### config.mk
export PLATFORM = sky130hd
export DESIGN_NAME = wcg_alu
export DESIGN_NICKNAME = d
export VERILOG_FILES = /design/src/wcg_pkg.sv /design/src/wcg_alu.sv
export VERILOG_INCLUDE_DIRS = /design/src /design/src/src
export SDC_FILE = /design/constraint.sdc
export NUM_CORES = 2
export LEC_CHECK = 0
export BUFFER_PORTS_ARGS = -buffer_cell sky130_fd_sc_hd__buf_2
export CORE_UTILIZATION = 55
export DETAILED_ROUTE_END_ITERATION = 10
export GPL_TIMING_DRIVEN = 1
export PLACE_DENSITY_LB_ADDON = 0.25
export SYNTH_ARGS = -nofsm -noshare
export SYNTH_HDL_FRONTEND = slang
export SYNTH_SLANG_ARGS = --single-unit
### constraint.sdc
create_clock -name clk_i -period 10.3 [get_ports clk_i]
set_input_delay 1.03 -clock clk_i [delete_from_list [all_inputs] [get_ports clk_i]]
set_output_delay 1.03 -clock clk_i [all_outputs]
set_load 0.005 [all_outputs]
### src/window_coefficient_generator_defines.svh
// Assertion helpers shared by the window generator modules.
// They expect clk_i and rst_ni in the scope where they are used.
`ifndef WINDOW_COEFFICIENT_GENERATOR_DEFINES_SVH
`define WINDOW_COEFFICIENT_GENERATOR_DEFINES_SVH

// Consequent must hold in the same cycle as the antecedent.
`define WCG_ASSERT_SAME(lbl, ante, cons, msg) \
  lbl: assert property (@(posedge clk_i) disable iff (!rst_ni) (ante) |-> (cons)) \
    else $error(msg);

// Consequent must hold in the cycle after the antecedent.
`define WCG_ASSERT_NEXT(lbl, ante, cons, msg) \
  lbl: assert property (@(posedge clk_i) disable iff (!rst_ni) (ante) |=> (cons)) \
    else $error(msg);

`endif

### src/wcg_pkg.sv
package wcg_pkg;

  // Shared arithmetic unit widths: dividend / wide operand and divisor / multiplier operand.
  localparam int OPA_W = 48;
  localparam int OPB_W = 34;

  // Internal fixed point: unsigned Q2.30.
  localparam int QI = 30;
  localparam logic [OPA_W-1:0] ONE_QI    = OPA_W'(1) << QI;
  localparam logic [OPA_W-1:0] HALF_QI   = OPA_W'(1) << (QI - 1);
  localparam logic [OPA_W-1:0] PI_QI     = 48'd3373259426;
  localparam logic [OPA_W-1:0] LN2_QI    = 48'd744261118;
  localparam logic [OPA_W-1:0] HAMMING_A = ((48'd25 << QI) + 48'd23) / 48'd46;
  localparam logic [OPA_W-1:0] HAMMING_B = ((48'd21 << QI) + 48'd23) / 48'd46;

  // Series lengths.
  localparam logic [4:0] LN_TERMS  = 5'd14;
  localparam logic [4:0] COS_TERMS = 5'd12;
  localparam logic [4:0] EXP_TERMS = 5'd20;

  // Window method codes.
  localparam logic [2:0] METHOD_RECT    = 3'd0;
  localparam logic [2:0] METHOD_TRI     = 3'd1;
  localparam logic [2:0] METHOD_WELCH   = 3'd2;
  localparam logic [2:0] METHOD_HAMMING = 3'd3;
  localparam logic [2:0] METHOD_HANN    = 3'd4;
  localparam logic [2:0] METHOD_GAUSS   = 3'd5;
  localparam logic [2:0] METHOD_INV     = 3'd6;

  typedef enum logic [1:0] {
    ALU_MUL,
    ALU_QMUL,
    ALU_DIV
  } alu_op_e;

  typedef struct packed {
    alu_op_e          op;
    logic [OPA_W-1:0] a;
    logic [OPB_W-1:0] b;
  } alu_req_t;

  typedef struct packed {
    logic             done;
    logic [OPA_W-1:0] res;
  } alu_rsp_t;

  // Position of the highest set bit.
  function automatic logic [2:0] msb_pos(input logic [6:0] v);
    logic [2:0] p;
    p = '0;
    for (int b = 0; b < 7; b++) begin
      if (v[b]) begin
        p = 3'(b);
      end
    end
    return p;
  endfunction

  // Cosine series divisor (2k-1)*(2k).
  function automatic logic [9:0] cos_den(input logic [3:0] k);
    logic [9:0] d;
    case (k)
      4'd1:    d = 10'd2;
      4'd2:    d = 10'd12;
      4'd3:    d = 10'd30;
      4'd4:    d = 10'd56;
      4'd5:    d = 10'd90;
      4'd6:    d = 10'd132;
      4'd7:    d = 10'd182;
      4'd8:    d = 10'd240;
      4'd9:    d = 10'd306;
      4'd10:   d = 10'd380;
      4'd11:   d = 10'd462;
      4'd12:   d = 10'd552;
      default: d = 10'd1;
    endcase
    return d;
  endfunction

endpackage

### src/wcg_alu.sv
`include "window_coefficient_generator_defines.svh"

module wcg_alu import wcg_pkg::*; (
  input  logic     clk_i,
  input  logic     rst_ni,
  input  logic     start_i,
  input  alu_req_t req_i,
  output alu_rsp_t rsp_o
);

  localparam int CNT_W = $clog2(OPA_W);
  localparam logic [CNT_W-1:0] CNT_LAST = CNT_W'(OPA_W - 1);
  localparam int PW = 2 * OPB_W;

  typedef enum logic [1:0] {
    A_IDLE,
    A_MUL,
    A_DIV
  } alu_state_e;

  alu_state_e       state_q;
  alu_op_e          op_q;
  logic [OPB_W-1:0] opa_q;
  logic [OPB_W-1:0] opb_q;
  logic [CNT_W-1:0] cnt_q;
  logic [OPB_W-1:0] rem_q;
  logic [OPA_W-1:0] quo_q;
  logic [OPA_W-1:0] res_q;
  logic             done_q;

  logic [PW-1:0]    prod;
  logic [OPA_W-1:0] mul_res;
  logic [OPB_W:0]   shifted;
  logic [OPB_W:0]   diff;
  logic             ge;
  logic [OPB_W-1:0] rem_d;
  logic [OPA_W-1:0] quo_d;

  // Multiplier, with the Q2.30 rounding for scaled products.
  assign prod = PW'(opa_q) * PW'(opb_q);
  assign mul_res = (op_q == ALU_QMUL) ? OPA_W'((prod + PW'(HALF_QI)) >> QI)
                                      : OPA_W'(prod);

  // One restoring division step per cycle.
  assign shifted = {rem_q, quo_q[OPA_W-1]};
  assign diff    = shifted - {1'b0, opb_q};
  assign ge      = (shifted >= {1'b0, opb_q});
  assign rem_d   = ge ? diff[OPB_W-1:0] : shifted[OPB_W-1:0];
  assign quo_d   = {quo_q[OPA_W-2:0], ge};

  always_ff @(posedge clk_i or negedge rst_ni) begin
    if (!rst_ni) begin
      state_q <= A_IDLE;
      op_q    <= ALU_MUL;
      opa_q   <= '0;
      opb_q   <= '0;
      cnt_q   <= '0;
      rem_q   <= '0;
      quo_q   <= '0;
      res_q   <= '0;
      done_q  <= 1'b0;
    end else begin
      done_q <= 1'b0;
      case (state_q)
        A_IDLE: begin
          if (start_i) begin
            op_q  <= req_i.op;
            opa_q <= req_i.a[OPB_W-1:0];
            opb_q <= req_i.b;
            quo_q <= req_i.a;
            rem_q <= '0;
            cnt_q <= '0;
            state_q <= (req_i.op == ALU_DIV) ? A_DIV : A_MUL;
          end
        end
        A_MUL: begin
          res_q   <= mul_res;
          done_q  <= 1'b1;
          state_q <= A_IDLE;
        end
        A_DIV: begin
          quo_q <= quo_d;
          rem_q <= rem_d;
          cnt_q <= cnt_q + 1'b1;
          if (cnt_q == CNT_LAST) begin
            res_q   <= quo_d;
            done_q  <= 1'b1;
            state_q <= A_IDLE;
          end
        end
        default: begin
          state_q <= A_IDLE;
        end
      endcase
    end
  end

  assign rsp_o = '{done: done_q, res: res_q};

  // A new operation only starts on an idle unit.
  `WCG_ASSERT_SAME(a_start_idle, start_i, state_q == A_IDLE, "alu started while busy")
  // Completion is a single-cycle pulse.
  `WCG_ASSERT_NEXT(a_done_pulse, done_q, !done_q, "alu done held longer than one cycle")
  // The final division step always reports completion.
  `WCG_ASSERT_NEXT(a_div_end, (state_q == A_DIV) && (cnt_q == CNT_LAST), done_q,
                   "division finished without done")

endmodule

# --- Word level (Yosys, flattened, before mapping) ---
# Cells that the tools add are included.
word_totals:
  regBits: 209
  input_bits: 87
  word_cells: 44
op_classes:
  addsub: 3
  multipliers: 1
  magnitude_cmp: 1
  n_eq_ne: 7
  muxes: 16
  n_reduce_logical: 7
ops:
  columns: ["operator", "n"]
  rows:
  - ["48-bit case mux with 2 select lines", 2]
  - ["48-bit two-way mux", 3]
  - ["68-bit by 30-bit adder with 68-bit output (second input constant)", 1]
  - ["34-bit by 34-bit multiplier with 68-bit output", 1]
  - ["34-bit two-way mux", 2]
  - ["34-bit case mux with 2 select lines", 1]
  - ["35-bit by 34-bit >= comparator with 1-bit output", 1]
  - ["34-bit subtractor", 1]
  - ["6-bit case mux with 2 select lines", 1]
  - ["2-bit AND reduction", 4]
  - ["6-bit by 1-bit adder with 6-bit output (second input constant)", 1]
  - ["6-bit == test (second input constant)", 1]
  - ["2-bit two-way mux", 3]
  - ["6-bit two-way mux", 1]
  - ["2-bit by 1-bit == test with 1-bit output (second input constant)", 2]
  - ["2-bit == test (second input constant)", 2]
  - ["2-bit != test (second input constant)", 2]
  - ["2-bit case mux with 2 select lines", 1]
  - ["2-bit nonzero test", 2]
  - ["2-bit logical NOT", 1]
  - ["1-bit case mux with 2 select lines", 1]
  - ["1-bit two-way mux", 1]

# --- Depth between registers and ports, before layout ---
logic_depth:
  word_depth: 4
  depth_mapped: 33
  ltp_nobuf: 30

# --- Worst setup path after synthesis ---
# No wires, ideal clock.
synth_timing:
  path_type: "flip-flop to flip-flop"
  start: "register opb_q[4]"
  end: "register res_q[31]"
  setup_time_ns: 0.156
  arrival_time_ns: 8.468
  required_time_ns: 10.144
  slack_ns: 1.676
  stages_incl_launch_ff: 33
  n_path_buf: 3
  period_less_slack_ns: 8.624
  cell_sequence: "dfrtp_1 > clkbuf_1 > clkbuf_1 > nand2_1 > fa_1 > fa_1 > inv_1 > fa_1 > inv_1 > fa_1 > inv_1 > fa_1 > inv_1 > fa_1 > inv_1 > fa_1 > inv_1 > fa_1 > inv_1 > ha_1 > buf_2 > a21oi_2 > o21ai_1 > a21oi_2 > o211ai_1 > a31oi_1 > xor2_1 > nor4_4 > nand4_4 > or4_4 > or4_4 > xnor2_1 > a21oi_1"
synth_between:
  elab_chain_cells: 4
synth_rtl:
  columns: ["element", "line_no", "text"]
  rows:
  - ["start, declared", "wcg_alu.sv:24", "logic [OPB_W-1:0] opb_q;"]
  - ["start signal, assigned", "wcg_alu.sv:69", "opb_q <= req_i.b;"]
  - ["34-bit by 34-bit multiplier with 68-bit output (*)", "wcg_alu.sv:40", "assign prod = PW'(opa_q) * PW'(opb_q);"]
  - ["68-bit by 30-bit adder with 68-bit output", "wcg_alu.sv:41", "assign mul_res = (op_q == ALU_QMUL) ? OPA_W'((prod + PW'(HALF_QI)) >> QI)"]
  - ["48-bit two-way mux (*)", "wcg_alu.sv:41", null]
  - ["48-bit case mux with 2 select lines (*)", "wcg_alu.sv:64", "case (state_q)"]
  - ["end signal, assigned", "wcg_alu.sv:77", "res_q <= mul_res;"]
  - ["end signal, assigned", "wcg_alu.sv:86", "res_q <= quo_d;"]
  - ["end, declared", "wcg_alu.sv:28", "logic [OPA_W-1:0] res_q;"]
# Every way passes the cells marked *; elsewhere a longest branch is shown, timed or not.
# A chain may end at the register's enable or synchronous reset.

# --- Worst setup path after layout ---
layout_timing:
  start: "register opb_q[7]"
  end: "register res_q[31]"
# The elaborated chain is that of the path after synthesis.

==> flow_metrics.env <==
export IMPL_startpoint_type="register"
export IMPL_finalHoldViolCount=0
export IMPL_maxSlewHeadroom_pct=16.6
export IMPL_crit_fanout=13
export IMPL_syn2layout_area_growth_pct=5.95
export IMPL_cts_sinks=209
export IMPL_root_buffer="clkbuf_16"
export IMPL_wirelength_um=142000
export IMPL_layout_min_cycle_time_ns=9.85
export IMPL_hold_buffers=0
export IMPL_crit_top_cell="fa_1"
export IMPL_vias_per_cell=5.69
export IMPL_netlist_instances=5630
export IMPL_io_pins=136
export IMPL_ys_flop_type="dfrtp_1"
export IMPL_port_buffers=135
export IMPL_drc=0
export IMPL_crit_type="reg -> reg"
export IMPL_clock_latency_ns=0.64
export IMPL_dp_hpwl_um=118000
export IMPL_wire_per_inst_um=20.9
export IMPL_grt_use_total_pct=31.8
export IMPL_clkTransAtPathRegs_ns=0.06
export IMPL_rsz0062_at_grt="false"
export IMPL_numCtsBuffers=29
export IMPL_vias=38624
export IMPL_layout_drive_gt1_share_pct=8.74
export IMPL_ys_types=102
export IMPL_ys_seq_elements=209
export IMPL_syn_area_um2=50300
export IMPL_dieArea_um2=92700
export IMPL_finalInstanceArea_um2=53300
export IMPL_antenna_found_initial=4
export IMPL_finish_utilization_pct=59.0
export IMPL_slowest_stage="or4_4"
export IMPL_tightestPinTransition_ns=1.24
export IMPL_antennaDiodeCount=0
export IMPL_status="finished clean"
export IMPL_rows=110
export IMPL_setup_tns_final_ns=0
export IMPL_timing_final_crit_share_pct=95.6
export IMPL_core_um2=90300
export IMPL_skew_ns=0.0283
export IMPL_synth_area_leaders="fa_1 41%, dfrtp_1 10%, inv_1 8.4%"
export IMPL_drt_pass1_iter_count=6
export IMPL_synth_largest_area_cell="fa_1"
export IMPL_syn_area_per_cell_um2=8.94
export IMPL_drtAntennaViolNets=0
export IMPL_fp_dieW_um=304
export IMPL_initial_utilization_pct=55.7
export IMPL_cts_tree="done"
export IMPL_yosys_area_top_type_share_pct=40.6
export IMPL_max_cap_violations=0
export IMPL_syn_num_nets=7061
export IMPL_h_tree_depth=1
export IMPL_gr_total_overflow=0
export IMPL_drtIter0Drc=3282
export IMPL_grt_first_pass_wirelength_um=231000
export IMPL_fmax_ghz=0.102
export IMPL_setup_ws_ns=0.451
export IMPL_cts_buffer_depth=3
export IMPL_grt_pass1_vias=40624
export IMPL_worstPathArrival_ns=10.29
export IMPL_worstHoldPathType="in -> async"
export IMPL_synth_warnings=0
export IMPL_synth_edff_count=0
export IMPL_slew_viol_final=0
export IMPL_dpl_cell_area_um2=52300
export IMPL_dieHeight_um=304
export IMPL_synthArstFlopShare_pct=100
export IMPL_worstSetupEndpointType="register"
export IMPL_place_congestion=0.959
export IMPL_ys_seq_area_share_pct=10.4
export IMPL_setup_viol=0
export IMPL_cp_required_ns=10.74
export IMPL_critPathMaxStageDelay_ns=0.66
export IMPL_grt_max_degree=76
export IMPL_nets=7015
export IMPL_dp_slack_ns=0.363
==> routing by layer <==
metal  wire length (µm)  global-route usage [%]  up-vias
li1                   -                       -    17081
met1              62000                    46.7    19755
met2              64000                    49.3     1580
met3              12000                    5.27      204
met4               3580                    8.05        4
met5                 23                       0        -
==> placed cells by master, fill, tap and decap left out, types with 21 or more instances in the layout <==
| cell | Yosys | routed |
|---|---|---|
| xnor2_1 | 67 | 67 |
| nand2_1 | 839 | 838 |
| clkbuf_16 | 0 | 29 |
| dfrtp_2 | 0 | 21 |
| a211oi_1 | 21 | 21 |
| dfrtp_1 | 209 | 188 |
| and2_1 | 539 | 539 |
| buf_2 | 15 | 134 |
| fa_1 | 1021 | 1021 |
| mux2_2 | 73 | 73 |
| a21o_1 | 49 | 49 |
| a21oi_1 | 140 | 138 |
| nand3_1 | 43 | 43 |
| inv_1 | 1121 | 1121 |
| nor2_1 | 140 | 140 |
| mux2i_1 | 52 | 52 |
| a221o_1 | 22 | 22 |
| o211ai_1 | 48 | 48 |
| nor3_1 | 59 | 59 |
| xor2_1 | 35 | 35 |
| o21ai_0 | 133 | 132 |
| nand4_1 | 25 | 25 |
| buf_4 | 2 | 138 |
| ha_1 | 323 | 322 |
==> Yosys cell counts, types with 49 or more instances <==
| library cell | instances |
|---|---|
| fa_1 | 1021 |
| o21ai_0 | 133 |
| ha_1 | 323 |
| inv_1 | 1121 |
| dfrtp_1 | 209 |
| a21o_1 | 49 |
| a21oi_1 | 140 |
| mux2_2 | 73 |
| nor2_1 | 140 |
| xnor2_1 | 67 |
| clkbuf_1 | 322 |
| nor3_1 | 59 |
| and2_1 | 539 |
| nand2_1 | 839 |
| mux2i_1 | 52 |
==> worst paths after layout <==
check,from,to,slack (ns),depth (start not counted)
setup reg to reg,opb_q[7],res_q[31],0.45,30
setup / recovery,opb_q[7],res_q[31],0.45,30
hold / removal,rst_ni,rem_q[26],0.33,1
min in group clk_i,res_q[9],res_q[9],0.48,2
max in group asynchronous,rst_ni,opa_q[28],8.27,2
hold reg to reg,res_q[9],res_q[9],0.48,2
==> per-stage QoR <==
step | std cells | hold slack (ns)
after floorplan | 5630 | 0.450
after global placement | 6729 | 0.461
after detailed placement | 6729 | 0.461
after CTS | 6783 | 0.348
after global routing | 6783 | 0.393
final | 6783 | 0.329
==> critical path, delay by kind of cell (launching register included) <==
family | cells | cell delay, ns
adders and majority gates | 9 | 4.46
and+or+nand+nor | 5 | 1.68
AOI/OAI and AO/OA | 6 | 1.58
buffers and inverters | 8 | 0.85
DFF | 1 | 0.61
xor gates and xnor gates | 2 | 0.48
==> cells by family (layout without fill, tap and decap cells) <==
kind of cell	Yosys count	in the layout	synth area share (%)
AND/OR/NAND/NOR	1780	1780	17.4
buffers and inverters	1473	1450	11.1
adder cells (fa/ha/maj)	1344	1344	48.7
AO/OA/AOI/OAI	597	597	8.06
flip-flops	209	209	10.4
multiplexers	125	125	2.67
XOR/XNOR	102	102	1.78
==> layout make-up <==
| type | count | area [µm²] |
|---|---|---|
| tap | 1176 | 1470 |
| sequential | 209 | 5260 |
| multi-input combinational | 3948 | 39600 |
| fill | 8012 | 37000 |
| timing repair buffer | 275 | 1760 |
| clock inverter | 22 | 273 |
| clock buffer | 32 | 757 |
| inverter | 1121 | 4210 |
==> timing repair <==
action                                 in CTS  in global routing
gates resized for setup                     0                 22
buffers inserted                            0                  0
setup endpoints to repair                   0                  8
endpoints found under the hold margin       0                  0
==> sequential cells by signal, indices dropped and copies added, names as in the netlist <==
signal / count
done_q: 1
opb_q: 34
rem_q: 34
state_q: 2
opa_q: 34
res_q: 48
cnt_q: 6
op_q: 2
quo_q: 48
Power is left out: the tool's default activity adds up to more than one toggle a clock period on the data nets, which glitch-free logic cannot reach.
